**src/sv/vccfc_pkg.sv**
```systemverilog
// ----------------------------------------------------------------------------
// vccfc_pkg
// Shared types and constants for the credit-based virtual channel flow control.
// ----------------------------------------------------------------------------
package vccfc_pkg;

	localparam int VC_MAX     = 8;
	localparam int CREDIT_MAX = 15;
	localparam int VC_W       = $clog2(VC_MAX);
	localparam int CNT_W      = 4;
	localparam int CRED_W     = 4;
	localparam int ADDR_W     = 3;
	localparam int DATA_W     = 32;

	localparam logic [CNT_W-1:0]  VC_COUNT_RST     = 4'd4;
	localparam logic [CRED_W-1:0] BUFFER_DEPTH_RST = 4'd4;

	typedef enum logic {
		REG_VC_COUNT     = 1'b0,
		REG_BUFFER_DEPTH = 1'b1
	} reg_idx_t;

	typedef enum logic [1:0] {
		CH_IDLE   = 2'd0,
		CH_ACTIVE = 2'd1,
		CH_WAIT   = 2'd2
	} ch_state_t;

	typedef struct packed {
		logic            credit_valid;
		logic [VC_W-1:0] credit_vc;
		logic            credit_tail;
		logic            flit_ready;
		logic            flit_is_head;
	} in_item_t;

	typedef struct packed {
		logic            flit_sent;
		logic [VC_W-1:0] sent_vc;
		logic            alloc_failed;
	} out_item_t;

endpackage

```
**src/sv/vc_credit_flow_control.sv**
```systemverilog
// ----------------------------------------------------------------------------
// vc_credit_flow_control
// Output side of a network terminal with credit-based virtual channels.
// ----------------------------------------------------------------------------
// Each input transaction on in_data carries a batch of events: an
// optional returned credit and the state of the front flit of the source
// queue. It produces exactly one output transaction on out_data telling
// whether the flit left, on which channel, and whether a head flit found no
// idle channel. The credit is applied before the flit is considered.
// An accepted transaction is held in an input register and resolved against
// the channel table, and the result register captures the outcome when it
// is empty or being taken; out_valid shows the result register. One
// transaction is taken every cycle while the receiver does not stall; the
// table update keeps consecutive transactions back to back.
// When the receiver stalls, the result register holds and the input register
// still takes one more transaction; in_stall rises only when both are full.
// Reset leaves all channels idle with four credits, vc_count at four and
// buffer_depth at four. The user must write the registers over the APB port only
// while no transaction is in flight (unenforced); buffer_depth writes reload all credits.
module vc_credit_flow_control (
	input  logic                       clk,
	input  logic                       arst_n,
	input  logic                       in_valid,
	output logic                       in_stall,
	input  vccfc_pkg::in_item_t        in_data,
	output logic                       out_valid,
	input  logic                       out_stall,
	output vccfc_pkg::out_item_t       out_data,
	input  logic                       psel,
	input  logic                       penable,
	input  logic                       pwrite,
	input  logic [vccfc_pkg::ADDR_W-1:0] paddr,
	input  logic [vccfc_pkg::DATA_W-1:0] pwdata,
	output logic [vccfc_pkg::DATA_W-1:0] prdata,
	output logic                       pready
);
	import vccfc_pkg::*;

	logic                  s1_valid_s1;
	in_item_t              s1_data_s1;
	logic                  s2_valid_s2;
	out_item_t             s2_data_s2;
	logic                  s2_ready;
	logic                  advance;

	logic [CNT_W-1:0]      vc_count_q;
	logic [CRED_W-1:0]     buffer_depth_q;
	ch_state_t             state_q [VC_MAX];
	logic [CRED_W-1:0]     credit_q [VC_MAX];
	logic [VC_W-1:0]       cur_q;

	ch_state_t             state_n [VC_MAX];
	logic [CRED_W-1:0]     credit_n [VC_MAX];
	logic [VC_W-1:0]       cur_n;
	out_item_t             result;
	logic [CNT_W-1:0]      used;
	logic [CRED_W-1:0]     limit;
	logic                  go;
	logic                  found;
	logic                  cfg_write;

	assign pready    = 1'b1;
	assign cfg_write = psel && penable && pwrite && pready;

	always_comb begin
		if (paddr[2] == REG_BUFFER_DEPTH) begin
			prdata = {{(DATA_W-CRED_W){1'b0}}, buffer_depth_q};
		end else begin
			prdata = {{(DATA_W-CNT_W){1'b0}}, vc_count_q};
		end
	end

	assign s2_ready  = !s2_valid_s2 || !out_stall;
	assign in_stall  = s1_valid_s1 && !s2_ready;
	assign advance   = s1_valid_s1 && s2_ready;
	assign out_valid = s2_valid_s2;
	assign out_data  = s2_data_s2;

	assign used  = (vc_count_q > CNT_W'(VC_MAX)) ? CNT_W'(VC_MAX) : vc_count_q;
	assign limit = (buffer_depth_q > CRED_W'(CREDIT_MAX)) ? CRED_W'(CREDIT_MAX)
		: buffer_depth_q;

	always_comb begin
		for (int i = 0; i < VC_MAX; i++) begin
			state_n[i]  = state_q[i];
			credit_n[i] = credit_q[i];
		end
		cur_n  = cur_q;
		go     = 1'b0;
		found  = 1'b0;
		result = '0;

		if (s1_data_s1.credit_valid) begin
			if (credit_n[s1_data_s1.credit_vc] < limit) begin
				credit_n[s1_data_s1.credit_vc] = credit_n[s1_data_s1.credit_vc] + 1'b1;
			end
			if (state_n[s1_data_s1.credit_vc] == CH_WAIT) begin
				state_n[s1_data_s1.credit_vc] = CH_ACTIVE;
			end
			if (s1_data_s1.credit_tail) begin
				state_n[s1_data_s1.credit_vc] = CH_IDLE;
			end
		end

		if (s1_data_s1.flit_ready) begin
			if (s1_data_s1.flit_is_head) begin
				for (int i = 0; i < VC_MAX; i++) begin
					if (!found && (CNT_W'(i) < used) && state_n[i] == CH_IDLE) begin
						found      = 1'b1;
						cur_n      = VC_W'(i);
						state_n[i] = CH_ACTIVE;
					end
				end
				go                  = found;
				result.alloc_failed = !found;
			end else if (state_n[cur_n] == CH_ACTIVE) begin
				go = 1'b1;
			end
		end

		if (go) begin
			if (credit_n[cur_n] != '0) begin
				credit_n[cur_n] = credit_n[cur_n] - 1'b1;
			end
			if (credit_n[cur_n] == '0) begin
				state_n[cur_n] = CH_WAIT;
			end
			result.flit_sent = 1'b1;
			result.sent_vc   = cur_n;
		end
	end

	always_ff @(posedge clk or negedge arst_n) begin
		if (!arst_n) begin
			s1_valid_s1 <= 1'b0;
		end else if (!in_stall) begin
			s1_valid_s1 <= in_valid;
		end
	end

	always_ff @(posedge clk) begin
		if (!in_stall && in_valid) begin
			s1_data_s1 <= in_data;
		end
	end

	always_ff @(posedge clk or negedge arst_n) begin
		if (!arst_n) begin
			s2_valid_s2 <= 1'b0;
		end else if (s2_ready) begin
			s2_valid_s2 <= s1_valid_s1;
		end
	end

	always_ff @(posedge clk) begin
		if (advance) begin
			s2_data_s2 <= result;
		end
	end

	always_ff @(posedge clk or negedge arst_n) begin
		if (!arst_n) begin
			vc_count_q     <= VC_COUNT_RST;
			buffer_depth_q <= BUFFER_DEPTH_RST;
			cur_q          <= '0;
			for (int i = 0; i < VC_MAX; i++) begin
				state_q[i]  <= CH_IDLE;
				credit_q[i] <= BUFFER_DEPTH_RST;
			end
		end else if (cfg_write) begin
			if (paddr[2] == REG_BUFFER_DEPTH) begin
				buffer_depth_q <= pwdata[CRED_W-1:0];
				for (int i = 0; i < VC_MAX; i++) begin
					credit_q[i] <= (pwdata[CRED_W-1:0] > CRED_W'(CREDIT_MAX))
						? CRED_W'(CREDIT_MAX) : pwdata[CRED_W-1:0];
				end
			end else begin
				vc_count_q <= pwdata[CNT_W-1:0];
			end
		end else if (advance) begin
			cur_q <= cur_n;
			for (int i = 0; i < VC_MAX; i++) begin
				state_q[i]  <= state_n[i];
				credit_q[i] <= credit_n[i];
			end
		end
	end

endmodule

```
**config.mk**
```make
export PLATFORM = sky130hd
export DESIGN_NAME = vc_credit_flow_control
export DESIGN_NICKNAME = d
export VERILOG_FILES = /design/src/sv/vccfc_pkg.sv /design/src/sv/vc_credit_flow_control.sv
export SDC_FILE = /design/constraint.sdc
export NUM_CORES = 1
export LEC_CHECK = 0
export BUFFER_PORTS_ARGS = -buffer_cell sky130_fd_sc_hd__buf_2
export CAP_MARGIN = 20
export CORE_MARGIN = 2
export CORE_UTILIZATION = 30
export CTS_CLUSTER_DIAMETER = 80
export DETAILED_ROUTE_END_ITERATION = 8
export PLACE_DENSITY_LB_ADDON = 0.05
export SYNTH_ARGS = -nofsm -noshare
export SYNTH_HDL_FRONTEND = slang
export SYNTH_SLANG_ARGS = --single-unit
```
**constraint.sdc**
```tcl
create_clock -name clk -period 7.9 [get_ports clk]
set_input_delay 1.58 -clock clk [delete_from_list [all_inputs] [get_ports clk]]
set_output_delay 1.58 -clock clk [all_outputs]
set_load 0.02 [all_outputs]
```
==> results of run 1 <==
==> cells in the mapped netlist (11+ instances only) <==
master,number
sky130_fd_sc_hd__o21ai_0,57
sky130_fd_sc_hd__buf_4,32
sky130_fd_sc_hd__a21oi_1,62
sky130_fd_sc_hd__edfxtp_1,12
sky130_fd_sc_hd__inv_1,20
sky130_fd_sc_hd__mux2_2,15
sky130_fd_sc_hd__nor2_1,63
sky130_fd_sc_hd__nand2_1,93
sky130_fd_sc_hd__nand3_1,18
sky130_fd_sc_hd__clkbuf_1,29
sky130_fd_sc_hd__dfrtp_1,51
sky130_fd_sc_hd__a221oi_1,11
sky130_fd_sc_hd__mux2i_1,39
sky130_fd_sc_hd__nor3_1,22
sky130_fd_sc_hd__a211oi_1,16
sky130_fd_sc_hd__o22ai_1,19
==> cell families after synthesis <==
| group | after synthesis | share of synthesized area (%) |
|---|---|---|
| adder cells (fa/ha/maj) | 5 | 0.952 |
| XOR/XNOR | 4 | 0.648 |
| multiplexers | 60 | 10.6 |
| buffers and inverters | 97 | 8.57 |
| AO/OA/AOI/OAI | 279 | 29.4 |
| flip-flops | 73 | 28.9 |
| AND/OR/NAND/NOR | 278 | 20.8 |
| other | 2 | 0.114 |
==> worst max path at each step <==
stage,from,end,cells after the start
after CTS,s1_data_s1[3],state_q[11],20
after detailed placement,s1_data_s1[3],state_q[11],20
final,s1_data_s1[3],state_q[10],20
after global placement,s1_data_s1[3],state_q[11],20
after global routing,s1_data_s1[3],state_q[10],20
after floorplan,s1_data_s1[5],state_q[10],27
==> per-layer routing <==
metal,up-vias,GRT usage [%]
li1,3004,-
met1,3301,30.7
met2,288,39.1
met3,54,4.25
met4,0,10.2
met5,-,0
==> state kept, by name, summed over array words and instances (netlist names) <==
name,cells
out_valid,1
vc_count_q,4
out_data,5
buffer_depth_q,4
credit_q,32
s1_data_s1,7
cur_q,3
s1_valid_s1,1
state_q,16
==> worst max-delay path, cell delays in order, from the launching register on <==
cell                       delay (ns)
sky130_fd_sc_hd__edfxtp_1        0.90
sky130_fd_sc_hd__buf_4           0.37
sky130_fd_sc_hd__nand2_1         0.24
sky130_fd_sc_hd__o221ai_1        0.46
sky130_fd_sc_hd__ha_1            0.32
sky130_fd_sc_hd__o21a_1          0.16
sky130_fd_sc_hd__o21ai_0         0.44
sky130_fd_sc_hd__nand2_1         0.24
sky130_fd_sc_hd__o21a_1          0.26
sky130_fd_sc_hd__nor2_1          0.57
sky130_fd_sc_hd__mux2i_1         0.35
sky130_fd_sc_hd__o32ai_1         0.12
sky130_fd_sc_hd__mux2_2          0.30
sky130_fd_sc_hd__a211oi_2        0.46
sky130_fd_sc_hd__ha_1            0.27
sky130_fd_sc_hd__inv_1           0.11
sky130_fd_sc_hd__or3_4           0.50
sky130_fd_sc_hd__o211ai_1        0.24
sky130_fd_sc_hd__o211a_1         0.30
sky130_fd_sc_hd__a31oi_2         0.14
sky130_fd_sc_hd__o31a_1          0.35
==> through the flow <==
step                total power, mW  setup WS, ns  instance area (µm²)
floorplan                      1.97          1.98                 6670
global placement               2.60         0.836                 6860
detailed placement             2.58         0.805                 6860
finish                         3.11         0.671                 7210
CTS                            3.07         0.768                 7210
global route                   3.28         0.469                 7210
==> power by group <==
part | switching [mW] | internal, mW | leakage [nW] | total (mW)
sequential | 0.174 | 0.532 | 0.824 | 0.706
combinational | 1.27 | 0.655 | 1.93 | 1.93
clock | 0.176 | 0.301 | 0.169 | 0.478
total | 1.62 | 1.49 | 2.92 | 3.11
==> final cells by class <==
| class | count | area [µm²] |
|---|---|---|
| Sequential cell | 73 | 1900 |
| Inverter | 21 | 78.8 |
| Tap cell | 280 | 350 |
| Fill cell | 2326 | 14500 |
| Multi-Input combinational cell | 655 | 4210 |
| Clock buffer | 14 | 307 |
| Clock inverter | 2 | 38.8 |
| Timing Repair Buffer | 54 | 330 |
==> out/qor_table.md, run 1 <==
| Parameter | This run | Unit |
| --- | --- | --- |
| Yosys synthesis warning count | 0 | - |
| Routed wirelength normalized by instance count | 25.5 | µm |
| Number of max-capacitance violations reported | 0 | - |
| PwrDens | 431 | nW/µm² |
| Netlist area before placement | 6570 | µm² |
| Standard-cell row count | 54 | - |
| Number of setup buffers added after CTS | 0 | - |
| Post_cts resized | 0 | - |
| Most frequent cells in the layout | sky130_fd_sc_hd__nand2_1 (93), sky130_fd_sc_hd__nor2_1 (63), sky130_fd_sc_hd__a21oi_1 (62) | - |
| Worst min-delay path class | flip-flop to flip-flop | - |
| Total of flip-flops plus latches after synthesis | 73 | - |
| Count of mapped cells out of synthesis | 798 | - |
| GRT Residual Overflow | 0 | - |
| Sequential cell area fraction in the yosys report | 28.9 | % |
| Leakage power total | 2.92 | nW |
| CTS tree | yes | - |
| Depth of the worst hold-timing path | 1 | - |
| Worst path required time | 8.13 | ns |
| Port Buf Inserts | 29 | - |
| IR Drop Worst-Case VDD | 0.138 | mV |
| Reg-to-Reg End | state_q[10] | - |
| Overall Global Routing Usage | 23.8 | % |
| Router iterations before antenna repair | 6 | - |
| Pin count of the biggest net entering global routing | 62 | - |
| First-pass GRT wire length | 41600 | µm |
| Final Slew Violations | 0 | - |
| Final standard cell utilization of the core | 33.3 | % |
| Vias | 6647 | - |
| Worst r2r src | s1_data_s1[3] | - |
| Layout Skew | 0.00551 | ns |
| Maximum fanout count along the critical path | 15 | - |
| Total detailed-routing wirelength | 28000 | µm |
| Number of different library cells in the post-synthesis netlist | 91 | - |
| Main area contributors after synthesis | sky130_fd_sc_hd__dfrtp_1 (19%), sky130_fd_sc_hd__mux2i_1 (5.9%), sky130_fd_sc_hd__edfxtp_1 (5.5%) | - |
| CP Launch Type | flip-flop | - |
| Number of nets in the layout | 868 | - |
| Syn Area/Cell | 8.23 | µm² |
| Initial core utilization | 30.3 | % |
| Post-synth EDFFs | 12 | - |
| Count of endpoints failing setup in the final report | 0 | - |
| CTS HTree Levels | 3 | - |
| Number of buffers between clock root and the deepest sink | 2 | - |
| Post-cts hold buffer count | 0 | - |
| Routed wl met2 | 13300 | µm |
| Most common library cell in the layout ignoring fill and taps | sky130_fd_sc_hd__nand2_1 | - |
| Top_reg_cell synth | sky130_fd_sc_hd__dfrtp_1 | - |
| Via count of the first global-routing pass | 6440 | - |
| Crit path DAT | 7.46 | ns |
| Setup repair after global routing missed its margin | no | - |
| Worst Hold Slack | 0.511 | ns |
| Vias per Instance | 6.05 | - |
| Count of boundary I/O pins | 89 | - |
| Launch instance of the worst min-delay path | s1_valid_s1 | - |
| Dpl hpwl | 21500 | µm |
| R2R depth | 20 | - |
| Period utilisation layout | 91.5 | % |
| Die extent in y | 152 | µm |
| Setup total negative slack | 0 | ns |
| Number of DRC markers after the initial detailed-route iteration | 591 | - |
| Minimum period implied by the final worst setup slack | 7.23 | ns |
| Placed instance count | 1082 | - |
| Endpoint of the worst hold path | out_valid | - |
| Post-route DRC violation count | 0 | - |
| Layout cells sized above 1 | 15.8 | % |
| Share of flip-flops with an asynchronous set or reset after synthesis | 83.6 | % |
| Final cell count without fillers | 1099 | - |
| Sum of met3 wire segment lengths after detailed routing | 1610 | µm |
| Final Wtd Congestion | 0.959 | - |
| Achievable frequency | 138 | MHz |
| Num CTS Buffers | 9 | - |
| Type of element capturing the critical path | flip-flop | - |
| Portion of synthesized cell area occupied by the leading cell type | 19.4 | % |
| Worst-skew pair later-pin latency | 0.35 | ns |
| Layout area overhead | 9.79 | % |
| Final hold vios | 0 | - |
| Cell taking the most area after synthesis | sky130_fd_sc_hd__dfrtp_1 | - |
| Run status | finished clean | - |
| Number of antenna-violating nets in the routed design | 0 | - |
| Met1 Wirelength | 12000 | µm |
| WS Path Type | flip-flop to flip-flop | - |
| Root Driver | sky130_fd_sc_hd__clkbuf_16 | - |
| Die Wd | 152 | µm |
| Worst-case register-to-register setup slack | 0.67 | ns |
| Normalized max-slew margin | 42.1 | % |
| Initial antenna violation count | 0 | - |
| Uppermost metal layer occupied by signal nets | met4 | - |
| Clock-pin transition on the worst setup and hold timing paths | 0.06 | ns |
| Area of the die | 23100 | µm² |
| Area of the core region | 21700 | µm² |
| Ant. Diodes | 0 | - |
| Slew of the pin with the lowest slew margin | 0.859 | ns |
| Total number of clock tree sinks | 73 | - |
Power figures use the tool's default switching activity.
==> run 2, diff against run 1 <==
- BUFFER_PORTS_ARGS: -buffer_cell sky130_fd_sc_hd__buf_2 -> -buffer_cell sky130_fd_sc_hd__clkbuf_2
==> out/qor_table.md, run 2 (synthesis results as in run 1) <==
| Parameter | This run | Unit |
| --- | --- | --- |
| Run status | finished clean | - |
| Worst path required time | 8.13 | ns |
| Post-cts hold buffer count | 0 | - |
| Initial antenna violation count | 1 | - |
| PwrDens | 428 | nW/µm² |
| Post_cts resized | 0 | - |
| Setup repair after global routing missed its margin | no | - |
| Via count of the first global-routing pass | 6580 | - |
| CTS tree | yes | - |
| Number of flip-flops under the largest register name | 32 | - |
| Initial core utilization | 30.3 | % |
| Final cell count without fillers | 1098 | - |
| Overall Global Routing Usage | 24.2 | % |
| Worst Hold Slack | 0.520 | ns |
| Setup total negative slack | 0 | ns |
| Total detailed-routing wirelength | 28300 | µm |
| CTS HTree Levels | 3 | - |
| Pin count of the biggest net entering global routing | 62 | - |
| Routed wirelength normalized by instance count | 25.8 | µm |
| Layout cells sized above 1 | 15.3 | % |
| Period utilisation layout | 91.3 | % |
| Leakage power total | 2.87 | nW |
| Vias per Instance | 6.05 | - |
| First-pass GRT wire length | 42400 | µm |
| Port Buf Inserts | 29 | - |
| Worst-skew pair later-pin latency | 0.35 | ns |
| Final hold vios | 0 | - |
| Ant. Diodes | 0 | - |
| Number of setup buffers added after CTS | 0 | - |
| Area of the die | 23100 | µm² |
| Standard-cell row count | 54 | - |
| Reg area | 1900 | µm² |
| Area of the core region | 21700 | µm² |
| Worst slack at placement | 0.806 | ns |
| Count of boundary I/O pins | 89 | - |
| Number of antenna-violating nets in the routed design | 0 | - |
| Count of endpoints failing setup in the final report | 0 | - |
| Post-route DRC violation count | 0 | - |
| Number of buffers between clock root and the deepest sink | 2 | - |
| CP Launch Type | flip-flop | - |
| Layout Skew | 0.0115 | ns |
| Number of nets in the layout | 867 | - |
| Slew of the pin with the lowest slew margin | 0.983 | ns |
| WS Path Type | flip-flop to flip-flop | - |
| Layout area overhead | 8.38 | % |
| Die extent in y | 152 | µm |
| Root Driver | sky130_fd_sc_hd__clkbuf_16 | - |
| IR Drop Worst-Case VDD | 0.108 | mV |
| Achievable frequency | 139 | MHz |
| Clock-pin transition on the worst setup and hold timing paths | 0.06 | ns |
| Maximum fanout count along the critical path | 12 | - |
| Critical path launch point | s1_data_s1[3] | - |
| Post-route cell area | 7120 | µm² |
| Post-layout power | 3.05 | mW |
| Dpl hpwl | 21800 | µm |
| Most common library cell in the layout ignoring fill and taps | sky130_fd_sc_hd__nand2_1 | - |
| Final Wtd Congestion | 0.978 | - |
| Biggest register | credit_q | - |
| Number of max-capacitance violations reported | 0 | - |
| Worst r2r src | s1_data_s1[3] | - |
| Minimum period implied by the final worst setup slack | 7.22 | ns |
| Crit path DAT | 7.45 | ns |
| Router iterations before antenna repair | 5 | - |
| Launch instance of the worst min-delay path | s1_valid_s1 | - |
| GRT Residual Overflow | 0 | - |
| Final critical-path setup slack | 0.685 | ns |
| Number of DRC markers after the initial detailed-route iteration | 428 | - |
| Final Slew Violations | 0 | - |
| Total number of clock tree sinks | 73 | - |
| Placed instance count | 1082 | - |
| Vias | 6641 | - |
| Die Wd | 152 | µm |
| Placed instance area | 6860 | µm² |
| Worst min-delay path class | flip-flop to flip-flop | - |
| Fill cell instance count of the final layout | 2295 | - |
| Normalized max-slew margin | 33.9 | % |
| Most frequent cells in the layout | sky130_fd_sc_hd__nand2_1 (93), sky130_fd_sc_hd__nor2_1 (63), sky130_fd_sc_hd__a21oi_1 (62) | - |
| Num CTS Buffers | 9 | - |
| Type of element capturing the critical path | flip-flop | - |
| Leading registers by flop count | credit_q x32, state_q x16, s1_data_s1 x7 | - |
| Final standard cell utilization of the core | 32.8 | % |
| Total area of multi-input combinational cells | 4210 | µm² |
run 2: cell count changes in the layout (fill, tap and decap cells not counted), sizes merged:
cell / before / now
clkbuf: 14 / 41
buf: 54 / 25
clkinvlp: 0 / 1
clkinv: 1 / 2
bufinv: 1 / 0
run 2: path summary, 6_finish.rpt:
check | endpoint | slack, ns | depth (start not counted)
min in group asynchronous | state_q[0] | 1.40 | 2
max reg2reg | state_q[10] | 0.68 | 21
min | out_valid | 0.52 | 1
min reg2reg | out_valid | 0.52 | 1
max | state_q[10] | 0.68 | 21
max in group asynchronous | credit_q[9] | 5.93 | 2
run 2: layout make-up:
| class | instances | area share [%] |
|---|---|---|
| Tap cell | 280 | 4.92 |
| Inverter | 21 | 1.11 |
| Sequential cell | 73 | 26.7 |
| Clock buffer | 13 | 3.37 |
| Multi-Input combinational cell | 655 | 59.1 |
| Clock inverter | 3 | 0.246 |
| Timing Repair Buffer | 53 | 4.57 |
run 2: routing by layer:
metal	track usage [%]	share of wire, %	routed length (µm)
met4	10.1	4.0	1130
met1	31.5	43	12100
met5	0	0	0
met3	3.99	5.7	1620
met2	39.8	47	13400
run 2: worst max-delay path: stages, from the launching register on:
cell and delay (ns):
sky130_fd_sc_hd__edfxtp_1 0.92, sky130_fd_sc_hd__nor2_1 0.16, sky130_fd_sc_hd__a221o_1 0.41, sky130_fd_sc_hd__a22oi_1 0.47, sky130_fd_sc_hd__inv_1 0.09, sky130_fd_sc_hd__ha_1 0.29, sky130_fd_sc_hd__o21a_1 0.10, sky130_fd_sc_hd__o21ai_0 0.42
sky130_fd_sc_hd__nand2_1 0.23, sky130_fd_sc_hd__o21a_1 0.25, sky130_fd_sc_hd__nor2_1 0.56, sky130_fd_sc_hd__mux2i_1 0.42, sky130_fd_sc_hd__o32ai_1 0.12, sky130_fd_sc_hd__mux2_2 0.30, sky130_fd_sc_hd__a211oi_2 0.49, sky130_fd_sc_hd__ha_1 0.26
sky130_fd_sc_hd__inv_1 0.09, sky130_fd_sc_hd__or3_4 0.48, sky130_fd_sc_hd__o211ai_1 0.20, sky130_fd_sc_hd__o211a_1 0.30, sky130_fd_sc_hd__a31oi_2 0.15, sky130_fd_sc_hd__o31a_1 0.36
run 2: power breakdown:
part,total (mW),internal [mW],switching (mW)
clock,0.381,0.212,0.169
sequential,0.708,0.532,0.176
combinational,1.96,0.674,1.28
==> run 3, diff against run 2 <==
- CORE_MARGIN: 2 -> 4
- PLACE_DENSITY: not set -> 0.45
- PLACE_DENSITY_LB_ADDON: 0.05 -> not set
==> out/qor_table.md, run 3 (synthesis results as in run 1) <==
| Parameter | This run | Unit |
| --- | --- | --- |
| Post-route DRC violation count | 0 | - |
| Count of boundary I/O pins | 89 | - |
| Total number of clock tree sinks | 73 | - |
| Period utilisation layout | 84.1 | % |
| Most frequent cells in the layout | sky130_fd_sc_hd__nand2_1 (93), sky130_fd_sc_hd__nor2_1 (63), sky130_fd_sc_hd__a21oi_1 (62) | - |
| Buffers and inverters on the worst path | 4 | - |
| Pin count of the biggest net entering global routing | 62 | - |
| Placed instance count | 1078 | - |
| Leading registers by flop count | credit_q x32, state_q x16, s1_data_s1 x7 | - |
| Root Driver | sky130_fd_sc_hd__clkbuf_16 | - |
| Layout cells sized above 1 | 15.3 | % |
| Worst Hold Slack | 0.498 | ns |
| Setup total negative slack | 0 | ns |
| Final cell count without fillers | 1093 | - |
| Post_cts resized | 0 | - |
| Number of antenna-violating nets in the routed design | 0 | - |
| Die Wd | 156 | µm |
| Crit path DAT | 6.86 | ns |
| Final Wtd Congestion | 0.946 | - |
| Dpl hpwl | 20300 | µm |
| Most common library cell in the layout ignoring fill and taps | sky130_fd_sc_hd__nand2_1 | - |
| Type of element capturing the critical path | flip-flop | - |
| Port Buf Inserts | 29 | - |
| Router iterations before antenna repair | 6 | - |
| Run status | finished clean | - |
| Total detailed-routing wirelength | 26700 | µm |
| Die extent in y | 156 | µm |
| Vias | 6583 | - |
| Layout area overhead | 8.70 | % |
| Routed wirelength normalized by instance count | 24.4 | µm |
| Post-cts hold buffer count | 0 | - |
| GRT busiest layer | met2 | - |
| Worst path required time | 8.11 | ns |
| Slowest Stage Delay on Critical Path | 0.65 | ns |
| Global routing usage on met2 | 33.3 | % |
| PwrDens | 422 | nW/µm² |
| Vias per Instance | 6.02 | - |
| GR Util met3 | 4.99 | % |
| Slew of the pin with the lowest slew margin | 1.14 | ns |
| Global-route met1 utilization | 28.7 | % |
| GRT Residual Overflow | 0 | - |
| CP Launch Type | flip-flop | - |
| Minimum period implied by the final worst setup slack | 6.65 | ns |
| Leakage power total | 2.88 | nW |
| Top cell family by delay on the critical path | compound AO/OA/AOI/OAI gates | - |
| Worst min-delay path class | flip-flop to flip-flop | - |
| Count of endpoints failing setup in the final report | 0 | - |
| Num CTS Buffers | 9 | - |
| Maximum fanout count along the critical path | 14 | - |
| CTS tree | yes | - |
| Area of the core region | 21300 | µm² |
| CP cell instances | buf_4 -> buf_4 -> nand2_1 -> o221ai_1 -> ha_1 -> o21a_1 -> o21ai_0 -> nand2_1 -> o21a_1 -> nor2_1 -> mux2i_1 -> o32ai_1 -> mux2_2 -> a211oi_2 -> buf_4 -> ha_1 -> inv_1 -> xnor2_1 -> nor2_1 -> a32o_1 -> a31oi_2 -> o31ai_1 | - |
| Number of max-capacitance violations reported | 0 | - |
| Final Slew Violations | 0 | - |
| Achievable frequency | 150 | MHz |
| Overall Global Routing Usage | 21.5 | % |
| Ant. Diodes | 0 | - |
| Initial core utilization | 30.9 | % |
| Area of the die | 24300 | µm² |
| Setup repair after global routing missed its margin | no | - |
| First-pass GRT wire length | 39700 | µm |
| Cell with the most instances on the worst path | sky130_fd_sc_hd__buf_4 | - |
| Final hold vios | 0 | - |
| Initial antenna violation count | 0 | - |
| Number of DRC markers after the initial detailed-route iteration | 591 | - |
| Layout Skew | 0.00791 | ns |
| Number of buffers between clock root and the deepest sink | 2 | - |
| Via count of the first global-routing pass | 6188 | - |
| CTS HTree Levels | 3 | - |
| Biggest register | credit_q | - |
| Normalized max-slew margin | 23.7 | % |
| Final critical-path setup slack | 1.25 | ns |
| WS Path Type | flip-flop to flip-flop | - |
| Number of flip-flops under the largest register name | 32 | - |
| Clock-pin transition on the worst setup and hold timing paths | 0.06 | ns |
| Worst-skew pair later-pin latency | 0.35 | ns |
| Number of setup buffers added after CTS | 0 | - |
| Standard-cell row count | 53 | - |
| Number of nets in the layout | 868 | - |
| Slowest-stage cell, CP | sky130_fd_sc_hd__edfxtp_1 | - |
| Worst slack at placement | 1.38 | ns |
| IR Drop Worst-Case VDD | 0.170 | mV |
run 3: cell types whose count changed in the layout (fill, tap and decap cells not counted):
cell / change
sky130_fd_sc_hd__clkbuf_1: -2
sky130_fd_sc_hd__clkinv_1: +2
sky130_fd_sc_hd__clkinv_2: -2
sky130_fd_sc_hd__buf_4: +1
sky130_fd_sc_hd__bufinv_16: +1
run 3: worst reg2reg max path, delay by kind of cell (launching register included):
kind | cells | cell delay, ns
AO/OA/AOI/OAI | 9 | 2.48
buffers and inverters | 4 | 0.79
flip-flops | 1 | 0.65
multiplexers | 2 | 0.61
adder cells (fa/ha/maj) | 2 | 0.47
XOR/XNOR | 1 | 0.45
AND/OR/NAND/NOR | 4 | 1.07
run 3: final timing paths:
kind / start / to / slack, ns / depth (start not counted)
max in group asynchronous: arst_n / credit_q[13] / 5.91 / 2
min reg2reg: s1_valid_s1 / out_valid / 0.50 / 1
max: s1_data_s1[4] / state_q[9] / 1.25 / 22
min in group asynchronous: arst_n / state_q[0] / 1.42 / 2
max reg2reg: s1_data_s1[4] / state_q[9] / 1.25 / 22
min: s1_valid_s1 / out_valid / 0.50 / 1
run 3: final cells by class:
class / count / area, µm²
sequential: 73 / 1900
fill: 2306 / 14100
inverter: 21 / 78.8
tap: 275 / 344
clock inverter: 4 / 45.0
clock buffer: 11 / 233
multi-input combinational: 655 / 4210
timing repair buffer: 54 / 333
run 3: metrics by stage:
stage / cell area (µm²) / power, mW / utilization, %
final: 7140 / 3.01 / 33.5
after global routing: 7140 / 3.21 / 33.5
after CTS: 7140 / 2.99 / 33.5
after detailed placement: 6860 / 2.57 / 32.2
after floorplan: 6670 / 1.97 / -
after global placement: 6860 / 2.58 / 32.2
run 3: layer usage:
| layer | part of all wire (%) | up-vias |
|---|---|---|
| met5 | 0 | - |
| met4 | 4.3 | 0 |
| met3 | 8.0 | 72 |
| met2 | 45 | 321 |
| met1 | 42 | 3175 |
| li1 | - | 3015 |
run 3: power breakdown:
group	total (mW)	switching [mW]	internal, mW
clock network	0.407	0.166	0.241
logic	1.90	1.23	0.666
registers	0.704	0.172	0.532
